### config.mk
export PLATFORM = sky130hd
export DESIGN_NAME = dds_front
export DESIGN_NICKNAME = d
export VERILOG_FILES = /design/src/design/dds_pkg.sv /design/src/design/dds_front.sv
export SDC_FILE = /design/constraint.sdc
export NUM_CORES = 1
export LEC_CHECK = 0
export BUFFER_PORTS_ARGS = -buffer_cell sky130_fd_sc_hd__buf_2
export CAP_MARGIN = 5
export CORE_MARGIN = 1
export CORE_UTILIZATION = 56
export DETAILED_ROUTE_END_ITERATION = 7
export HOLD_SLACK_MARGIN = 0.1
export PLACE_DENSITY = 0.84
export SETUP_SLACK_MARGIN = 0.2
export SYNTH_ARGS = -nofsm -noshare
export SYNTH_HDL_FRONTEND = slang
export SYNTH_SLANG_ARGS = --single-unit
### constraint.sdc
create_clock -name clk -period 6.1 [get_ports clk]
set_input_delay 0.61 -clock clk [delete_from_list [all_inputs] [get_ports clk]]
set_output_delay 0.61 -clock clk [all_outputs]
set_load 0.02 [all_outputs]
### src/design/dds_pkg.sv
// Shared types, constants and helper functions for the diffuse direction sampler.
package dds_pkg;

    localparam int ANG_W = 32;

    typedef struct packed {
        logic [15:0] rand_polar;
        logic [15:0] rand_turn;
        logic        final_sample;
    } dds_item_t;

    localparam logic [1:0] REG_NORMAL_X = 2'd0;
    localparam logic [1:0] REG_NORMAL_Y = 2'd1;
    localparam logic [1:0] REG_NORMAL_Z = 2'd2;

    function automatic logic [31:0] atan_entry(input int idx);
        logic [31:0] r;
        begin
            unique case (idx)
                0: r = 32'h20000000;  1: r = 32'h12E4051E;  2: r = 32'h09FB385B;
                3: r = 32'h051111D4;  4: r = 32'h028B0D43;  5: r = 32'h0145D7E1;
                6: r = 32'h00A2F61E;  7: r = 32'h00517C55;  8: r = 32'h0028BE53;
                9: r = 32'h00145F2F; 10: r = 32'h000A2F98; 11: r = 32'h000517CC;
                12: r = 32'h00028BE6; 13: r = 32'h000145F3; 14: r = 32'h0000A2F9;
                15: r = 32'h0000517D; 16: r = 32'h000028BE; 17: r = 32'h0000145F;
                18: r = 32'h00000A30; 19: r = 32'h00000518; 20: r = 32'h0000028C;
                21: r = 32'h00000146; 22: r = 32'h000000A3; 23: r = 32'h00000051;
                24: r = 32'h00000029; 25: r = 32'h00000014; 26: r = 32'h0000000A;
                27: r = 32'h00000005; 28: r = 32'h00000003; 29: r = 32'h00000001;
                30: r = 32'h00000001;
                default: r = 32'h00000000;
            endcase
            return r;
        end
    endfunction

endpackage

### src/design/dds_front.sv
// Front end: accepts items into a short queue that feeds the back pipeline.
module dds_front
    import dds_pkg::*;
(
    input  logic      clk,
    input  logic      rst_n,
    input  logic      s_valid,
    output logic      s_ready,
    input  dds_item_t s_item,
    output logic      q_valid,
    input  logic      q_take,
    output dds_item_t q_item
);
    localparam int DEPTH = 2;

    dds_item_t  mem_reg [DEPTH];
    logic       wp_reg, rp_reg;
    logic [1:0] cnt_reg;
    logic       push, pop;

    assign s_ready = (cnt_reg != 2'(DEPTH));
    assign q_valid = (cnt_reg != 2'd0);
    assign q_item  = mem_reg[rp_reg];
    assign push    = s_valid && s_ready;
    assign pop     = q_valid && q_take;

    always_ff @(posedge clk)
    begin
        if (push)
            mem_reg[wp_reg] <= s_item;
    end

    always_ff @(posedge clk or negedge rst_n)
    begin
        if (!rst_n)
        begin
            wp_reg  <= 1'b0;
            rp_reg  <= 1'b0;
            cnt_reg <= 2'd0;
        end
        else
        begin
            if (push) wp_reg <= ~wp_reg;
            if (pop)  rp_reg <= ~rp_reg;
            cnt_reg <= cnt_reg + 2'(push) - 2'(pop);
        end
    end

    assert property (@(posedge clk) disable iff (!rst_n) cnt_reg <= 2'(DEPTH))
        else $error("queue overfilled");
    assert property (@(posedge clk) disable iff (!rst_n)
        (cnt_reg == 2'd0) |-> !pop)
        else $error("pop from empty queue");
    assert property (@(posedge clk) disable iff (!rst_n)
        (push && !pop) |=> (cnt_reg == $past(cnt_reg) + 2'd1))
        else $error("queue count slip");

endmodule

---- Word-level counts from Yosys, hierarchy flattened ----
Memories as Yosys holds them, arrays and structs flattened.
Cells that the tools add are included.
word-level totals
  register bits after elaboration ......... 4
  memory bits (writable) .................. 66
  input bits .............................. 37
  output and inout bits ................... 35
  word-level logic and storage cells ...... 14
  memories ................................ 1
operators by class
  add/sub/neg operators ................... 2
  eq/ne operators ......................... 1
  muxes and demuxes ....................... 2
  bitwise logic cells ..................... 2
  reduce and logical (&&, ||, !) cells .... 3
memories
  name     depth  bits a word  rd ports  clocked after Yosys merged registers in  write ports  line             RTL
  mem_reg  2      33           1         0                                        1            dds_front.sv:16  dds_item_t mem_reg [DEPTH];
operators with widths
  cell                number
  $add 2x1->2         1
  $logic_and 1x1->1   2
  $mux 1              2
  $ne 2x2->1 const B  1
  $not 1->1           2
  $reduce_bool 2->1   1
  $sub 2x1->2         1

---- Logic depth before layout (Yosys ltp) ----
Gate-level depths: netlist (run 1).
  depth after elaboration ................. 4
  mapped depth ............................ 7
  mapped depth without buffers ............ 7

---- Worst setup path before layout (run 1) ----
No wires, ideal clock.
  kind .................................... flip-flop to flip-flop
  start point ............................. reg cnt_reg[1]
  end point ............................... mem mem_reg[0][0] (netlist bit), enable pin
  setup time .............................. 423 ps
  arrival ................................. 2154 ps
  path slack .............................. 3523 ps
  stages on the path, launching flop included .. 4
  path buffers ............................ 0
  path through ............................ dfrtp_1 -> nand2b_1 -> nand2_1 -> nor2_1
on the way
  longest elaborated chain between the ends .. 4
ends and longest elaborated chain
  item                          line             RTL
  start: declaration            dds_front.sv:18  logic [1:0] cnt_reg;
  start signal: assignment      dds_front.sv:45  cnt_reg <= cnt_reg + 2'(push) - 2'(pop);
  $ne 2x2->1                    dds_front.sv:21  assign s_ready = (cnt_reg != 2'(DEPTH));
  net s_ready                   dds_front.sv:8   output logic s_ready,
  $logic_and 1x1->1             dds_front.sv:24  assign push = s_valid && s_ready;
  $mux 1                        dds_front.sv:29  if (push)
  $mux 1 (implied by the code)  dds_front.sv:30  mem_reg[wp_reg] <= s_item;
  end: declaration              dds_front.sv:16
The timed path passes the listed nets, and every way through them passes these cells.

==> results.md, run 1 <==
- Critical Path Fanout Max: 34
- PD cells: 495 nW/um^2
- Cell taking the most area after synthesis: edfxtp_1
- ANT cells: 0
- Critical path cell sequence: mux2_2 -> buf_2
- Worst Path Required: 5.49 ns
- Seq pwr share: 46.3%
- Crit Reg-Reg Endpoint: mem_reg[1][8]$_DFFE_PP_
- Hold Path Sink: mem_reg[0][0]$_DFFE_PP_
- Status: finished clean
- Design area: 3280 um^2
- Comb power frac: 33.6%
- Worst-case reg-to-reg path depth: 3
- Yosys top cell area share: 73.2%
- First-pass DRT Iterations: 4
- RSZ-0062 raised after global routing: false
- Initial core utilization: 60.1%
- Sum of negative setup slack: 0 ns
- Die area: 5120 um^2
- Clock Latency Late Sink: 0.32 ns
- Part of the power in the clock network: 20.1%
- Synth cell types: 15
- Worst path slowest cell: dfrtp_2
- Crit path launch type: flip-flop
- WHS Path Cells: 1
- Post-route ant nets: 0
- Die W: 71.5 um
- Placed Area: 3100 um^2
- Post-CTS setup buffers: 0
- Slew headroom: 32.6%
- FF+latch count, synth: 70
- Via Count: 1320
- CTS Sinks: 70
- Leakage power: 1.33 nW
- Final net count: 239
- Synth Cell Area: 2710 um^2
- Internal Power: 1.11 mW
- Most common cell after layout, fill and taps aside: buf_2
- Top post-synthesis cells by area: edfxtp_1, mux2_4, dfrtp_1, buf_6, mux2_2
- Clock Tree Buf Depth: 2
- Hold wc startpoint: s_item[0]
- Initial DRC count: 59
- Vias in the first global route: 1416
- Share of layout cells above drive strength 1: 58.1%
- Synth Instances: 120
- Hold Crit Class: input port to flip-flop
- DRC Markers: 0
- Grt total ovfl: 0
- Critical setup path kind: flip-flop to output port
- Psw: 0.510 mW
- Die Ht: 71.5 um
- Average cell area after synthesis: 22.6 um^2
- Max VDD drop: 0.000616 V
- Clk_skew: 0.00579 ns
- Hold_buf cts: 1
- Worst R2R Setup Slack: 4.21 ns
- Final Max Slew Viols: 0
- Switching share of power: 31.4%
- Post-synthesis sequential area ratio: 76.9%
- Minimum clock period: 2.53 ns
- CTS resizes: 0
- Most frequent cells in the layout: buf_2, edfxtp_1, mux2_4
- IO Pins: 72
- Initial antenna violation count: 0
- Max FFs per register: 66
- Setup Viol. Count Final: 0
- Core ar.: 4500 um^2
- Area growth syn-to-layout: 21.1%
- Clock Root Buffer: clkbuf_8
- Worst EP arrival: 1.92 ns
- FMAX: 395 MHz
- R2R Path Start: cnt_reg[1]$_DFF_PN0_
- Worst-margin pin slew: 1.01 ns
- CTS clk-pin slew, worst paths: 0.06 ns
- Fin crit share: 41.5%
- Syn Nets: 159
- Crit-path max cell delay: 1.03 ns
- Largest net degree at the start of global routing: 35
- Total clock buffers created by CTS: 9
- WL final: 4020 um
- GPL Wtd Cong: 0.621
- Final hold vios: 0
- Detailed placement HPWL: 2780 um
- Max-cap viol count: 0
- Overall routing resource usage: 17.2%
- CTS H-tree depth: 3
- Row cnt: 24
- Vias per Instance: 5.18
- First-pass GRT wire length: 6270 um
- Wire per inst: 15.8 um
- Yosys warnings: 0
- Critical Path End Type: output port
- I/O Buffers: 71
- CTS tree: yes
power by group through the flow:
stage / sequential [mW] / combinational (mW) / clock (mW)
3_5_place_dp: 0.766 / 0.552 / 0
6_report: 0.751 / 0.546 / 0.326
4_1_cts: 0.755 / 0.554 / 0.333
3_3_place_gp: 0.754 / 0.543 / 0
5_1_grt: 0.767 / 0.580 / 0.350
2_1_floorplan: 0.696 / 0.479 / 0
worst max-delay path by stage:
stage                                   end                  from  cells past startpoint  slack (ns)
finish                            q_item[0]    rp_reg$_DFFE_PN0P_                      2        3.57
global route                      q_item[2]    rp_reg$_DFFE_PN0P_                      2        3.45
CTS                               q_item[0]    rp_reg$_DFFE_PN0P_                      2        3.52
detailed placement                q_item[0]    rp_reg$_DFFE_PN0P_                      2        3.87
global placement                 q_item[32]    rp_reg$_DFFE_PN0P_                      2        3.90
floorplan           mem_reg[0][0]$_DFFE_PP_  cnt_reg[1]$_DFF_PN0_                      3        3.52
cells in the mapped netlist (all sizes together):
library cell	instances
nor2	1
xor2	1
buf	4
inv	1
xnor2	3
mux2	33
and2	1
ha	2
and3	1
dfrtp	4
nand2	1
edfxtp	66
nand2b	1
or2	1
through the flow:
step / cells / power [mW] / hold slack, ns / utilization [%] / setup WS, ns
5_1_grt: 255 / 1.70 / 0.458 / 72.8 / 3.45
3_5_place_dp: 240 / 1.32 / 0.422 / 68.8 / 3.87
4_1_cts: 255 / 1.64 / 0.460 / 72.8 / 3.52
6_report: 255 / 1.62 / 0.475 / 72.8 / 3.57
2_1_floorplan: 120 / 1.17 / 0.314 / - / 3.52
3_3_place_gp: 240 / 1.30 / 0.414 / 68.8 / 3.90
area by class of cell:
type                            count  area (um^2)
Inverter                            1         3.75
Multi-Input combinational cell     45          583
Timing Repair Buffer               73          373
Tap cell                           52         65.1
Clock buffer                       11          131
Sequential cell                    70         2080
Clock inverter                      3         37.5
Fill cell                         292         1230
routing by layer:
layer	wire length [um]	global-route usage, %	up-vias
li1	-	-	624
met1	1470	16.5	651
met2	2280	33.0	41
met3	233	6.19	4
met4	36	6.54	0
met5	0	0	-
cell families (layout without fill, tap and decap cells):
family	after synthesis	after routing	share of synthesized area, %
flops	70	70	76.9
mux	33	33	17.8
simple gates	6	6	1.29
buf+inv	5	88	1.80
xor+xnor	4	4	1.29
fa+ha+maj	2	2	0.924
critical path: cells and delay by family (launching register included):
family,cells,cell delay [ns]
buf+inv,1,0.16
flops,1,1.03
mux,1,0.41
Power figures use the tool's default switching activity.
==> inputs of run 2 (changes only) <==
--- a/config.mk
+++ b/config.mk
@@ -8,10 +8,10 @@
 export BUFFER_PORTS_ARGS = -buffer_cell sky130_fd_sc_hd__buf_2
 export CAP_MARGIN = 5
 export CORE_MARGIN = 1
-export CORE_UTILIZATION = 56
+export CORE_UTILIZATION = 52
 export DETAILED_ROUTE_END_ITERATION = 7
 export HOLD_SLACK_MARGIN = 0.1
-export PLACE_DENSITY = 0.84
+export PLACE_DENSITY = 0.79
 export SETUP_SLACK_MARGIN = 0.2
 export SYNTH_ARGS = -nofsm -noshare
 export SYNTH_HDL_FRONTEND = slang
==> constraint.sdc (replaced) <==
create_clock -name clk -period 2.5 [get_ports clk]
set_input_delay 0.25 -clock clk [delete_from_list [all_inputs] [get_ports clk]]
set_output_delay 0.25 -clock clk [all_outputs]
set_load 0.02 [all_outputs]
==> run 2 against run 1 <==
Sequential cell count stayed put. Non-clock buffer count is 25 higher. Clock power grew to 2.6 times the previous value. Critical endpoint is now q_item[28]. Largest power group unchanged.
==> results.md, run 2 (synthesized netlist as in run 1, its figures left out) <==
- Core ar.: 4880 um^2 (was 4500 um^2)
- Psw: 1.29 mW (was 0.510 mW)
- Critical Path Fanout Max: 20 (was 34)
- IO Pins: 72 (unchanged)
- Final net count: 264 (was 239)
- Clk_skew: 0.00605 ns (was 0.00579 ns)
- Total clock buffers created by CTS: 9 (unchanged)
- CTS tree: yes (unchanged)
- Switching share of power: 31.5% (was 31.4%)
- CTS H-tree depth: 3 (unchanged)
- Initial core utilization: 55.5% (was 60.1%)
- Die W: 74.1 um (was 71.5 um)
- FMAX: 483 MHz
- Vias in the first global route: 1483 (was 1416)
- Max VDD drop: 0.000677 V (was 0.000616 V)
- Worst-margin pin slew: 0.599 ns (was 1.01 ns)
- First-pass GRT wire length: 6460 um (was 6270 um)
- Total Power: 4.10 mW (was 1.62 mW)
- I/O Buffers: 71 (unchanged)
- Wire per inst: 14.8 um (was 15.8 um)
- WL final: 4390 um (was 4020 um)
- Critical setup path kind: flip-flop to output port (unchanged)
- Clock Latency Late Sink: 0.33 ns (was 0.32 ns)
- Overall routing resource usage: 17.2% (about the same)
- Leakage power: 1.46 nW (was 1.33 nW)
- Initial DRC count: 70 (was 59)
- DRC Markers: 0 (unchanged)
- Crit path launch type: flip-flop (unchanged)
- Sum of negative setup slack: 0 ns (unchanged)
- Internal Power: 2.81 mW (was 1.11 mW)
- Initial antenna violation count: 0 (unchanged)
- Grt total ovfl: 0 (unchanged)
- Max FFs per register: 66 (unchanged)
- CTS clk-pin slew, worst paths: 0.07 ns (was 0.06 ns)
- Most common cell after layout, fill and taps aside: buf_2 (unchanged)
- Comb power frac: 36.1% (was 33.6%)
- Final core occ: 73.2% (was 72.8%)
- Post-route ant nets: 0 (unchanged)
- Fin crit share: 82.8%
- Worst EP arrival: 1.82 ns (was 1.92 ns)
- Worst Path Required: 2.25 ns (was 5.49 ns)
- Worst R2R Setup Slack: 0.73 ns (was 4.21 ns)
- Status: finished clean (unchanged)
- PD cells: 1150 nW/um^2 (was 495 nW/um^2)
- Via Count: 1428 (was 1320)
- Most frequent cells in the layout: buf_2, edfxtp_1, mux2_4 (unchanged)
- Final hold vios: 0 (unchanged)
- Area growth syn-to-layout: 31.9% (was 21.1%)
- Design area: 3570 um^2 (was 3280 um^2)
- Minimum clock period: 2.07 ns
- Vias per Instance: 4.81 (was 5.18)
- Slew headroom: 60.0% (was 32.6%)
- CTS Sinks: 70 (unchanged)
- Detailed placement HPWL: 2860 um (was 2780 um)
- CTS resizes: 0 (unchanged)
- Clock Root Buffer: clkbuf_8 (unchanged)
- ANT cells: 0 (unchanged)
- Die Ht: 74.1 um (was 71.5 um)
- Row cnt: 25 (was 24)
- Final Max Slew Viols: 0 (unchanged)
- Seq pwr share: 43.2% (was 46.3%)
- Clock Tree Buf Depth: 2 (unchanged)
- Die area: 5500 um^2 (was 5120 um^2)
- Largest net degree at the start of global routing: 21 (was 35)
- Share of layout cells above drive strength 1: 53.5% (was 58.1%)
- GPL Wtd Cong: 0.690 (was 0.621)
- Part of the power in the clock network: 20.7% (was 20.1%)
- RSZ-0062 raised after global routing: false (unchanged)
- Placed Area: 3150 um^2 (was 3100 um^2)
- Max-cap viol count: 0 (unchanged)
- Setup Viol. Count Final: 0 (unchanged)
- Hold Crit Class: input port to flip-flop (unchanged)
- Critical Path End Type: output port (unchanged)
- First-pass DRT Iterations: 4 (unchanged)
[run 2: cell count changes in the layout (fill, tap and decap cells not counted)]
cell	previous run	this run
dlygate4sd3_1	1	23
buf_4	1	3
buf_12	0	1
clkinv_1	2	0
clkbuf_1	2	4
clkinv_2	0	1
clkbuf_8	9	10
[run 2: power by group through the flow]
stage / registers [mW] / logic [mW] / clock network (mW)
2_1_floorplan: 1.70 / 1.17 / 0
3_3_place_gp: 1.78 / 1.42 / 0
3_5_place_dp: 1.80 / 1.46 / 0
4_1_cts: 1.78 / 1.49 / 0.867
5_1_grt: 1.80 / 1.58 / 0.913
6_report: 1.77 / 1.48 / 0.849
[run 2: stage by stage]
step / std cells / worst slack, ns / hold slack, ns
3_3_place_gp: 258 / 0.790 / 0.0610
3_5_place_dp: 258 / 0.751 / 0.0640
6_report: 297 / 0.430 / 0.109
2_1_floorplan: 120 / 0.464 / -0.0456
4_1_cts: 296 / 0.400 / 0.100
5_1_grt: 297 / 0.358 / 0.101
[run 2: per-layer routing]
metal  vias to the layer above  global-route usage, %  share of wire [%]
li1                        673                      -                  -
met1                       705                   17.5                 37
met2                        40                   30.9                 57
met3                        10                   4.74                3.5
met4                         0                   11.1                2.4
met5                         -                      0                  0
[run 2: layout make-up]
| cell class | instances | area, um^2 |
|---|---|---|
| flip-flops and latches | 70 | 2080 |
| fillers | 322 | 1310 |
| repair buffers | 98 | 628 |
| multi-input cells | 45 | 583 |
| clock buffers | 14 | 153 |
| well taps | 67 | 83.8 |
| clock inverters | 2 | 35.0 |
| inverters | 1 | 3.75 |
[run 2: final timing paths]
path,from,to,cells after the start
hold / removal,s_item[31],mem_reg[0][31]$_DFFE_PP_,1
setup / recovery,rp_reg$_DFFE_PN0P_,q_item[28],3
hold reg to reg,cnt_reg[0]$_DFF_PN0_,cnt_reg[0]$_DFF_PN0_,1
min in group asynchronous,rst_n,cnt_reg[1]$_DFF_PN0_,2
setup reg to reg,cnt_reg[1]$_DFF_PN0_,cnt_reg[1]$_DFF_PN0_,7
max in group asynchronous,rst_n,rp_reg$_DFFE_PN0P_,2
[run 2: repair_timing]
item                      4_1_cts  5_1_grt
hold endpoints to repair       46        1
setup buffers                   0        0
hold buffers                   22        1
[run 2: critical path, stage by stage (launching register included)]
cell	delay [ns]
dfrtp_2	0.75
buf_12	0.25
mux2_4	0.31
buf_2	0.16
